<file path="src/sv/b64d_pkg.sv">
// Shared types, constants and the alphabet lookup for the LSB-first base64 decoder.
// No dependencies; every other file imports this package.
package b64d_pkg;

  // Default depth of the queue between the front and back parts
  localparam int unsigned QUEUE_DEPTH_DEF = 2;

  // Character codes
  localparam logic [7:0] PAD_CODE   = 8'h3D;
  localparam logic [7:0] UPPER_A    = 8'h41;
  localparam logic [7:0] UPPER_Z    = 8'h5A;
  localparam logic [7:0] LOWER_A    = 8'h61;
  localparam logic [7:0] LOWER_Z    = 8'h7A;
  localparam logic [7:0] DIGIT_0    = 8'h30;
  localparam logic [7:0] DIGIT_9    = 8'h39;
  localparam logic [7:0] PLUS_CODE  = 8'h2B;
  localparam logic [7:0] SLASH_CODE = 8'h2F;

  // Sextet values
  localparam logic [5:0] LOWER_BASE = 6'd26;
  localparam logic [5:0] DIGIT_BASE = 6'd52;
  localparam logic [5:0] PLUS_VAL   = 6'd62;
  localparam logic [5:0] SLASH_VAL  = 6'd63;

  // One classified character as it waits in the queue
  typedef struct packed {
    logic [5:0] sextet;
    logic       bad;
    logic       pad;
    logic       last;
  } b64d_entry_t;

  // Queue status seen by the front and back parts
  typedef struct packed {
    logic full;
    logic empty;
  } b64d_qstat_t;

  // Alphabet lookup: bit 6 flags a character outside the alphabet
  function automatic logic [6:0] b64d_map(input logic [7:0] c);
    logic [7:0] d;
    d = 8'h00;
    if (c >= UPPER_A && c <= UPPER_Z) begin
      d = c - UPPER_A;
      return {1'b0, d[5:0]};
    end
    if (c >= LOWER_A && c <= LOWER_Z) begin
      d = c - LOWER_A;
      return {1'b0, d[5:0] + LOWER_BASE};
    end
    if (c >= DIGIT_0 && c <= DIGIT_9) begin
      d = c - DIGIT_0;
      return {1'b0, d[5:0] + DIGIT_BASE};
    end
    if (c == PLUS_CODE) return {1'b0, PLUS_VAL};
    if (c == SLASH_CODE) return {1'b0, SLASH_VAL};
    return 7'b100_0000;
  endfunction

endpackage

</file>
<file path="src/sv/b64d_front.sv">
// Front part: takes input requests and classifies each character for the queue.
// Depends on b64d_pkg.
module b64d_front (
  input  logic                  clk,
  input  logic                  rst_n,
  input  logic                  in_valid,
  input  logic [7:0]            in_char_code,
  input  logic                  in_last_char,
  output logic                  in_stall,
  input  b64d_pkg::b64d_qstat_t q_stat,
  output logic                  push,
  output b64d_pkg::b64d_entry_t push_entry
);
  import b64d_pkg::*;

  logic [6:0] mapped;

  // Back-pressure comes straight from the queue
  assign in_stall = q_stat.full;
  assign push     = in_valid && !q_stat.full;

  // Classify: sextet value, bad flag, pad marker, end of message
  always_comb begin
    mapped                = b64d_map(in_char_code);
    push_entry.sextet     = mapped[5:0];
    push_entry.pad        = (in_char_code == PAD_CODE);
    push_entry.bad        = mapped[6] && (in_char_code != PAD_CODE);
    push_entry.last       = in_last_char;
  end

`ifndef SYNTHESIS
  a_no_push_full: assert property (@(posedge clk) disable iff (!rst_n)
    q_stat.full |-> !push) else $error("front pushed into a full queue");
  a_pad_not_bad: assert property (@(posedge clk) disable iff (!rst_n)
    push && push_entry.pad |-> !push_entry.bad) else $error("pad flagged bad");
  a_bad_zero: assert property (@(posedge clk) disable iff (!rst_n)
    push && push_entry.bad |-> push_entry.sextet == 6'd0)
    else $error("bad character has non-zero sextet");
`endif

endmodule

</file>
<file path="src/sv/b64d_queue.sv">
// Short FIFO of classified characters between front and back parts.
// Depends on b64d_pkg.
module b64d_queue #(
  parameter int unsigned DEPTH = b64d_pkg::QUEUE_DEPTH_DEF
) (
  input  logic                  clk,
  input  logic                  rst_n,
  input  logic                  push,
  input  b64d_pkg::b64d_entry_t push_entry,
  input  logic                  pop,
  output b64d_pkg::b64d_entry_t head_entry,
  output b64d_pkg::b64d_qstat_t q_stat
);
  import b64d_pkg::*;

  localparam int unsigned PTR_W = (DEPTH > 1) ? $clog2(DEPTH) : 1;
  localparam int unsigned CNT_W = $clog2(DEPTH + 1);
  localparam logic [PTR_W-1:0] PTR_LAST = PTR_W'(DEPTH - 1);
  localparam logic [CNT_W-1:0] CNT_FULL = CNT_W'(DEPTH);

  b64d_entry_t      slots_r [DEPTH];
  logic [PTR_W-1:0] wr_ptr_r, wr_ptr_nxt;
  logic [PTR_W-1:0] rd_ptr_r, rd_ptr_nxt;
  logic [CNT_W-1:0] count_r, count_nxt;

  assign q_stat.full  = (count_r == CNT_FULL);
  assign q_stat.empty = (count_r == '0);
  assign head_entry   = slots_r[rd_ptr_r];

  // Pointer and fill count update
  always_comb begin
    wr_ptr_nxt = wr_ptr_r;
    rd_ptr_nxt = rd_ptr_r;
    count_nxt  = count_r;
    if (push) wr_ptr_nxt = (wr_ptr_r == PTR_LAST) ? '0 : wr_ptr_r + 1'b1;
    if (pop)  rd_ptr_nxt = (rd_ptr_r == PTR_LAST) ? '0 : rd_ptr_r + 1'b1;
    unique case ({push, pop})
      2'b10:   count_nxt = count_r + 1'b1;
      2'b01:   count_nxt = count_r - 1'b1;
      default: count_nxt = count_r;
    endcase
  end

  always_ff @(posedge clk) begin
    if (!rst_n) begin
      wr_ptr_r <= '0;
      rd_ptr_r <= '0;
      count_r  <= '0;
    end else begin
      wr_ptr_r <= wr_ptr_nxt;
      rd_ptr_r <= rd_ptr_nxt;
      count_r  <= count_nxt;
    end
  end

  // Slot storage, no reset needed
  always_ff @(posedge clk) begin
    if (push) slots_r[wr_ptr_r] <= push_entry;
  end

`ifndef SYNTHESIS
  a_count_range: assert property (@(posedge clk) disable iff (!rst_n)
    count_r <= CNT_FULL) else $error("queue count out of range");
  a_no_pop_empty: assert property (@(posedge clk) disable iff (!rst_n)
    q_stat.empty |-> !pop) else $error("pop from empty queue");
  a_push_grows: assert property (@(posedge clk) disable iff (!rst_n)
    push && !pop |=> count_r == $past(count_r) + 1'b1)
    else $error("push did not grow the queue");
`endif

endmodule

</file>
<file path="src/sv/b64d_back.sv">
// Back part: packs sextets LSB first into bytes and holds the output register.
// Depends on b64d_pkg.
module b64d_back (
  input  logic                  clk,
  input  logic                  rst_n,
  input  b64d_pkg::b64d_qstat_t q_stat,
  input  b64d_pkg::b64d_entry_t head_entry,
  output logic                  pop,
  output logic                  out_valid,
  output logic [7:0]            out_data_byte,
  output logic                  out_bad_char,
  input  logic                  out_stall
);
  import b64d_pkg::*;

  logic [7:0]  acc_r, acc_nxt;
  logic [2:0]  cnt_r, cnt_nxt;
  logic        pad_r, pad_nxt;
  logic        out_valid_r, out_valid_nxt;
  logic [7:0]  data_r, data_nxt;
  logic        bad_r, bad_nxt;
  logic [15:0] merged;
  logic        emit;
  logic        out_free;

  assign out_valid     = out_valid_r;
  assign out_data_byte = data_r;
  assign out_bad_char  = bad_r;

  // Merge the sextet at the current bit position
  always_comb begin
    merged   = {8'h00, acc_r} | ({10'h000, head_entry.sextet} << cnt_r);
    emit     = !pad_r && !head_entry.pad && (cnt_r >= 3'd2);
    out_free = !out_valid_r || !out_stall;
    // an item that makes no byte may pass while the output is held
    pop      = !q_stat.empty && (out_free || !emit);
  end

  // Next state of the packer and output register
  always_comb begin
    acc_nxt       = acc_r;
    cnt_nxt       = cnt_r;
    pad_nxt       = pad_r;
    data_nxt      = data_r;
    bad_nxt       = bad_r;
    out_valid_nxt = out_valid_r && out_stall;
    if (pop) begin
      if (!pad_r) begin
        if (head_entry.pad) begin
          pad_nxt = 1'b1;
        end else begin
          cnt_nxt = cnt_r + 3'd6;
          if (emit) begin
            acc_nxt       = merged[15:8];
            data_nxt      = merged[7:0];
            bad_nxt       = head_entry.bad;
            out_valid_nxt = 1'b1;
          end else begin
            acc_nxt = merged[7:0];
          end
        end
      end
      // end of message drops partial bits
      if (head_entry.last) begin
        acc_nxt = 8'h00;
        cnt_nxt = 3'd0;
        pad_nxt = 1'b0;
      end
    end
  end

  always_ff @(posedge clk) begin
    if (!rst_n) begin
      acc_r       <= 8'h00;
      cnt_r       <= 3'd0;
      pad_r       <= 1'b0;
      out_valid_r <= 1'b0;
    end else begin
      acc_r       <= acc_nxt;
      cnt_r       <= cnt_nxt;
      pad_r       <= pad_nxt;
      out_valid_r <= out_valid_nxt;
    end
  end

  always_ff @(posedge clk) begin
    data_r <= data_nxt;
    bad_r  <= bad_nxt;
  end

`ifndef SYNTHESIS
  a_cnt_even: assert property (@(posedge clk) disable iff (!rst_n)
    cnt_r[0] == 1'b0) else $error("bit count went odd");
  a_emit_shows: assert property (@(posedge clk) disable iff (!rst_n)
    pop && emit |=> out_valid_r) else $error("emitted byte not presented");
  a_last_clears: assert property (@(posedge clk) disable iff (!rst_n)
    pop && head_entry.last |=> (cnt_r == 3'd0) && !pad_r && (acc_r == 8'h00))
    else $error("end of message did not clear state");
  a_no_overwrite: assert property (@(posedge clk) disable iff (!rst_n)
    out_valid_r && out_stall |-> !(pop && emit))
    else $error("held output overwritten");
`endif

endmodule

</file>
<file path="src/sv/base64_lsb_first_decoder.sv">
// Top level of the LSB-first base64 decoder: front, queue and back parts.
// Depends on b64d_pkg, b64d_front, b64d_queue, b64d_back.
//
//  channel | direction | handshake            | payload
//  --------+-----------+----------------------+-------------------------------
//  in_     | input     | in_valid / in_stall  | in_char_code[7:0], in_last_char
//  out_    | output    | out_valid / out_stall| out_data_byte[7:0], out_bad_char
//
// One character request per cycle is taken while in_stall is low; the back part's
// packer updates its accumulator as items are popped, so the sustained rate is one
// item a cycle while the output is not stalled. A completing character is held in a
// queue slot, then its byte in the output register. Reset is synchronous, active
// low, and clears all control state. A stalled output holds its byte; characters
// that complete no byte keep draining, and in_stall rises only once the queue has filled.
module base64_lsb_first_decoder #(
  parameter int unsigned QUEUE_DEPTH = b64d_pkg::QUEUE_DEPTH_DEF
) (
  input  logic       clk,
  input  logic       rst_n,
  input  logic       in_valid,
  input  logic [7:0] in_char_code,
  input  logic       in_last_char,
  output logic       in_stall,
  output logic       out_valid,
  output logic [7:0] out_data_byte,
  output logic       out_bad_char,
  input  logic       out_stall
);
  import b64d_pkg::*;

  b64d_qstat_t q_stat;
  b64d_entry_t push_entry;
  b64d_entry_t head_entry;
  logic        push;
  logic        pop;

  // Accept and classify
  b64d_front u_front (
    .clk          (clk),
    .rst_n        (rst_n),
    .in_valid     (in_valid),
    .in_char_code (in_char_code),
    .in_last_char (in_last_char),
    .in_stall     (in_stall),
    .q_stat       (q_stat),
    .push         (push),
    .push_entry   (push_entry)
  );

  // Decoupling queue
  b64d_queue #(
    .DEPTH (QUEUE_DEPTH)
  ) u_queue (
    .clk        (clk),
    .rst_n      (rst_n),
    .push       (push),
    .push_entry (push_entry),
    .pop        (pop),
    .head_entry (head_entry),
    .q_stat     (q_stat)
  );

  // Bit packing and output
  b64d_back u_back (
    .clk           (clk),
    .rst_n         (rst_n),
    .q_stat        (q_stat),
    .head_entry    (head_entry),
    .pop           (pop),
    .out_valid     (out_valid),
    .out_data_byte (out_data_byte),
    .out_bad_char  (out_bad_char),
    .out_stall     (out_stall)
  );

endmodule

</file>
<file path="config.mk">
export PLATFORM = sky130hd
export DESIGN_NAME = base64_lsb_first_decoder
export DESIGN_NICKNAME = d
export VERILOG_FILES = /design/src/sv/b64d_pkg.sv /design/src/sv/b64d_front.sv /design/src/sv/b64d_queue.sv /design/src/sv/b64d_back.sv /design/src/sv/base64_lsb_first_decoder.sv
export SDC_FILE = /design/constraint.sdc
export NUM_CORES = 1
export LEC_CHECK = 0
export ABC_AREA = 1
export BUFFER_PORTS_ARGS = -buffer_cell sky130_fd_sc_hd__buf_2
export CAP_MARGIN = 20
export CORE_ASPECT_RATIO = 2
export CORE_MARGIN = 2
export CORE_UTILIZATION = 36
export CTS_CLUSTER_DIAMETER = 80
export CTS_CLUSTER_SIZE = 28
export DETAILED_ROUTE_END_ITERATION = 16
export PLACE_DENSITY = 0.64
export SLEW_MARGIN = 20
export SYNTH_ARGS = -nofsm -noshare
export SYNTH_HDL_FRONTEND = slang
export SYNTH_SLANG_ARGS = --single-unit
</file>
<file path="constraint.sdc">
create_clock -name clk -period 2.6 [get_ports clk]
set_input_delay 0.39 -clock clk [delete_from_list [all_inputs] [get_ports clk]]
set_output_delay 0.39 -clock clk [all_outputs]
set_load 0.005 [all_outputs]
</file>
[Word level (Yosys, flattened, before mapping)]
Memory sizes are Yosys's and may differ from the RTL's. A register that Yosys moved wholly into a read port is not among the register bits.
Cells that the tools add are included.
Cells by class
  $add $sub $neg: 10
  multipliers: 0
  divide/modulo/power cells: 0
  magnitude comparators: 7
  eq/ne operators: 9
  shift-type cells: 1
  muxes and demuxes: 46
  bitwise operators: 3
  reduce and logical (&&, ||, !) cells: 22
Operator list (number)
  two-way mux 7 bit: 10
  two-way mux 8 bit: 4
  two-way mux 1 bit: 28
  == test 8 x 6 -> 1 bit (second input constant): 3
  >= comparator 8 x 7 -> 1 bit (second input constant): 2
  <= comparator 8 x 7 -> 1 bit (second input constant): 2
  OR 8 x 16 -> 16 bit: 1
  left shift 6 x 3 -> 16 bit: 1
  subtractor 6 bit (second input constant): 2
  logical AND 1 bit: 9
  two-way mux 3 bit: 3
  >= comparator 8 x 6 -> 1 bit (second input constant): 1
  <= comparator 8 x 6 -> 1 bit (second input constant): 1
  inequality test 8 x 6 -> 1 bit (second input constant): 1
  zero test 1 bit: 7
  adder 6 x 5 -> 6 bit (second input constant): 1
  adder 6 bit (second input constant): 1
  subtractor 6 x 1 -> 6 bit (second input constant): 1
  == test 2 bit (second input constant): 2
  inequality test 2 bit (second input constant): 2
  one-hot mux 2 bit (2 select lines): 1
  AND reduction 4 bit: 1
  adder 3 bit (second input constant): 1
  >= comparator 3 x 2 -> 1 bit (second input constant): 1
  9 further kinds: 12
Storage, ports and cells
  flip-flop bits (word level): 26
  bits in latches: 0
  memory bits (writable): 18
  ROM bits: 0
  input bits: 13
  output and inout port bits: 11
  logic and storage cells: 108
  memories kept: 1
Memory list
  u_queue.slots_r: depth 2, width 9, rd ports 1, clocked after memory_dff 1, wr ports 1, RTL line b64d_queue.sv:21  | b64d_entry_t slots_r [DEPTH];

[Depth between registers and ports, before layout]
  depth in word-level cells: 19
  depth in mapped cells: 13
  depth with buffers taken out: 13

[Modules after synthesis]
From an unflattened synthesis, not the netlist that was laid out.
Second synthesis, totals
  cells, all modules: 337
  area, all modules: 2747.6 um2
Modules (own cells, without submodules)
  b64d_back: instances 1, cells an instance 131, area each 1042.2 um2, seq. area each 510.5 um2
  b64d_queue: instances 1, cells an instance 63, area each 913.4 um2, seq. area each 640.6 um2
  b64d_front: instances 1, cells an instance 143, area each 792.0 um2, seq. area each 0.0 um2

[Least setup slack after synthesis]
No wires, ideal clock.
  path type: register -> register
  start: register u_back.cnt_r[1]
  end: register u_queue.count_r[1]
  setup time: 122 ps
  arrival time: 1865 ps
  data required time: 2478 ps
  slack: 613 ps
  stages on the path, launching flop included: 13
  buffers on the path: 1
  clock period less this slack: 1987 ps
  path through: dfxtp_1 inv_1 clkbuf_1 ha_1 inv_1 nand3_1 nand2_1 inv_1 ha_1 a21oi_1 o21ai_0 o21ai_0 a21oi_1
On the way
  longest elaborated chain between the ends: 7
  elaborated cells on any way between the ends: 9
  classes of those cells: order compare (1); eq/ne (2); mux (1); reduce/logical (5)
Ends and longest elaborated chain
  start, declared: RTL line b64d_back.sv:17  | logic [2:0] cnt_r, cnt_nxt;
  start signal, assigned: RTL line b64d_back.sv:80  | cnt_r <= cnt_nxt;
  >= comparator 3 x 2 -> 1 bit (*): RTL line b64d_back.sv:33  | emit = !pad_r && !head_entry.pad && (cnt_r >= 3'd2);
  logical AND 1 bit (*): RTL line b64d_back.sv:33
  zero test 1 bit (*): RTL line b64d_back.sv:36  | pop = !q_stat.empty && (out_free || !emit);
  logical OR 1 bit (*): RTL line b64d_back.sv:36
  logical AND 1 bit (*): RTL line b64d_back.sv:36
  named net pop: RTL line base64_lsb_first_decoder.sv:35  | logic pop;
  == test 2 x 1 -> 1 bit / == test 2 bit (equally long branches): RTL line b64d_queue.sv:37  | unique case ({push, pop})
  one-hot mux 2 bit (2 select lines) / nonzero test 2 bit (equally long branches)
  end signal, assigned: RTL line b64d_queue.sv:52  | count_r <= count_nxt;
  end, declared: RTL line b64d_queue.sv:24  | logic [CNT_W-1:0] count_r, count_nxt;
Mark *: on every way through the listed nets, which the timed path passes. The rest lies on a longest branch.
A chain may end at the register's enable or synchronous reset.

[Worst setup path after layout]
Same ends and word-level chain as after synthesis.

==> summary.txt <==
Route
  – Total vias in the final route: 2056
  – Average wire per standard cell: 12.03 um
  – Top routing layer in use: met4
  – Post-route DRC: 0
  – Violation count after the first detailed-route iteration: 91
  – Detailed-route wire length on metal 1: ~1600 um
  – Met3 wire len: 195 um
  – First-pass iteration count of the detailed router: 4
  – Via density per instance: between 4 and 5
  – Total length of routed met2 wires: 2961 um
  – Post-detailed-route count of antenna-violating nets: 0
  – Wirelength, routed: ~5100 um

Outcome
  – Status: finished, final reports clean

Timing
  – Worst Clk Skew: a little under 0.006 ns
  – RSZ-0062 raised after global routing: no
  – Slew Limit Fails: 0
  – Tightest Pin Transition: 0.7445 ns
  – Time the final worst path needs with I/O delays and setup: around 2.1 ns
  – Fin worst setup slack: 0.4980 ns
  – Setup TNS after final layout: 0 ns
  – Final Cycle Share: 80.84%
  – Peak Freq: 475.7 MHz
  – Worst slew slack as a fraction of its limit: 50.18%
  – Final setup violation count: 0
  – Number of hold violations in the final report: 0

Power
  – Power per Cell Area: 953.0 nW/um^2
  – Leakage power total: 1.296 nW
  – Largest voltage drop on the vdd net: between 300 and 400 uV

Die
  – Area of the die: 7513 sq um
  – Row count: 42
  – Overall die height: 120.6 um
  – Placeable Area: between 6000 and 7000 sq um
  – I/O Pins: 24
  – Starting Density: a little under two fifths
  – Die X-Extent: 62.30 um

Setup path
  – Data required time at the worst endpoint: 2.77 ns
  – Maximum fanout along the worst path: 14
  – Setup Crit Path Kind: reg -> reg
  – Startpoint type of the worst setup path: flop
  – Type of element capturing the critical path: flop
  – Critical path arrival: about 2.3 ns

Synth
  – Total of flip-flops plus latches after synthesis: 44
  – Share of synthesized registers carrying an async set or reset: 0%
  – Number of enable flip-flop cells after synthesis: 27
  – Leading cell type by number of instances after synthesis: nand2_1
  – Main area contributors after synthesis: edfxtp_1 (33%), dfxtp_1 (14%), nand2_1 (13%)
  – Sequential-to-total area share from yosys stat: 47.03%
  – Synthesized area per cell: about 8 sq um
  – Unique cell type count in the Yosys netlist: 25
  – Cell taking the most area after synthesis: edfxtp_1
  – Number of warning messages in the yosys log: 0
  – List of most frequent post-synthesis cells: nand2_1 (82), inv_1 (41), nand3_1 (34), edfxtp_1 (27), nor2_1 (23)
  – Area share of the largest cell type after synthesis: between 30% and 40%
  – Area of the mapped netlist: 2447 sq um
  – Most frequently used flop master after synthesis: edfxtp_1
  – Syn nets: between 300 and 400
  – Instance count of the mapped netlist: 308

CTS
  – Post-CTS setup repair buffer count: 0
  – Clock tree root driver cell: clkbuf_16
  – TritonCTS Buffers: 5
  – CTS tree: built
  – Post-CTS Hold Fix Bufs: 0
  – Clk Latency, worst-skew pair: between 0.2 and 0.3 ns
  – Total of cells resized after clock tree synthesis: 0
  – Register clock-pin slew on the reported worst setup and hold paths: ~0.06 ns
  – CTS Sinks: 44
  – Number of H-tree levels: 2
  – Maximum clock insertion buffer count: 2

Global routing
  – Pin count of the biggest net entering global routing: 15
  – Wire length of the first global-routing pass: 8487 um
  – Remaining global-route overflow: 0
  – Total global-route track usage: approximately 15%
  – Number of global-route vias before repair: slightly below 2000
  – Number of antenna violations at the first check in global routing: 0

Place
  – Worst-case setup slack after placement: 0.5106 ns
  – Port bufs: 23
  – Half-perimeter wire length after placement: a little over 4000 um
  – Number of placed cells counting well taps: 415
  – RePlAce Congestion: approximately 0.9

Cells and area
  – Ant. Diodes: 0
  – NumNets Final: ~360
  – Proportion of layout cells with a drive suffix above 1: 11.34%
  – Area added between synthesis and finish: 15.23%
  – Fin cells: around 420

Job
  – Max_cap viols: 0

Min path
  – Hold WC Path Type: in -> reg
metal layers:
metal	vias to the layer above	track usage, %
li1	1059	-
met1	910	11.71
met2	63	30.03
met3	24	3.070
met4	0	10.83
met5	-	0
cells in the final DEF, fill, tap and decap left out, types with 2 or more instances in the layout:
master	n
nand3_1	34
inv_1	41
ha_1	12
nor2_1	23
nor2_2	2
or2_2	2
nand2_1	82
edfxtp_1	27
o21ai_0	21
xor2_1	6
buf_2	23
clkbuf_16	5
nand3b_1	5
a21oi_1	18
dfxtp_1	17
nand4_1	5
power breakdown:
part           internal [W]  leakage (nW)  switching [W]  total, W
sequential         0.000944         0.393      0.0000684   0.00101
combinational      0.000307         0.824       0.000663  0.000970
clock              0.000451        0.0798       0.000255  0.000706
total               0.00170          1.30       0.000987   0.00269
area by class of cell:
type / instances / area (sq um)
multi-input cells: 217 / 1111
flip-flops and latches: 44 / 1151
repair buffers: 24 / 122.6
clock inverters: 3 / 42.54
fillers: 688 / 3801
well taps: 88 / 110.1
inverters: 42 / 157.7
clock buffers: 5 / 125.1
metrics by stage:
stage	area, sq um	hold WS (ns)	util [%]	total power (W)
global route	2820	0.2915	42.59	0.002896
global placement	2653	0.4374	40.06	0.001979
detailed placement	2653	0.4474	40.06	0.001992
CTS	2820	0.2924	42.59	0.002696
floorplan	2447	0.4257	-	0.001750
finish	2820	0.2937	42.59	0.002688
critical path, stage by stage, from the launching register on:
cell and delay (ns):
dfxtp_1 0.40, inv_1 0.22, ha_1 0.27, inv_1 0.08, nand3_1 0.11, nand2_1 0.09, inv_1 0.09, ha_1 0.31
a21oi_1 0.11, o21ai_0 0.10, o21ai_0 0.15, a21oi_1 0.06
cells by family (layout without fill, tap and decap cells):
kind of cell	count (synthesis)	in the layout	synth area share [%]
AO/OA/AOI/OAI	43	43	9.203
XOR/XNOR	7	7	2.505
adder cells (fa/ha/maj)	12	12	6.135
buffers and inverters	47	74	7.566
flip-flops	44	44	47.04
AND/OR/NAND/NOR	155	155	27.56
worst paths after layout:
check	startpoint	end	slack [ns]	cells past startpoint
worst max-delay path	u_back.cnt_r[1]$_SDFFE_PN0P_	u_queue.count_r[1]$_SDFFE_PN0P_	0.50	11
worst min-delay path	in_last_char	u_queue.slots_r[1][0]$_DFFE_PP_	0.29	1
worst max register to register	u_back.cnt_r[1]$_SDFFE_PN0P_	u_queue.count_r[1]$_SDFFE_PN0P_	0.50	11
worst min register to register	u_queue.rd_ptr_r$_SDFFE_PN0P_	u_queue.rd_ptr_r$_SDFFE_PN0P_	0.46	1
sequential cells by signal, summed over array words and instances (netlist names), named ones only:
signal	count
u_queue.slots_r	18
u_back.out_data_byte	8
u_back.cnt_r	2
u_back.out_valid	1
u_queue.rd_ptr_r	1
u_back.out_bad_char	1
u_back.pad_r	1
u_queue.count_r	2
u_back.acc_r	8
u_queue.wr_ptr_r	1
(Power assumes the default switching activity.)
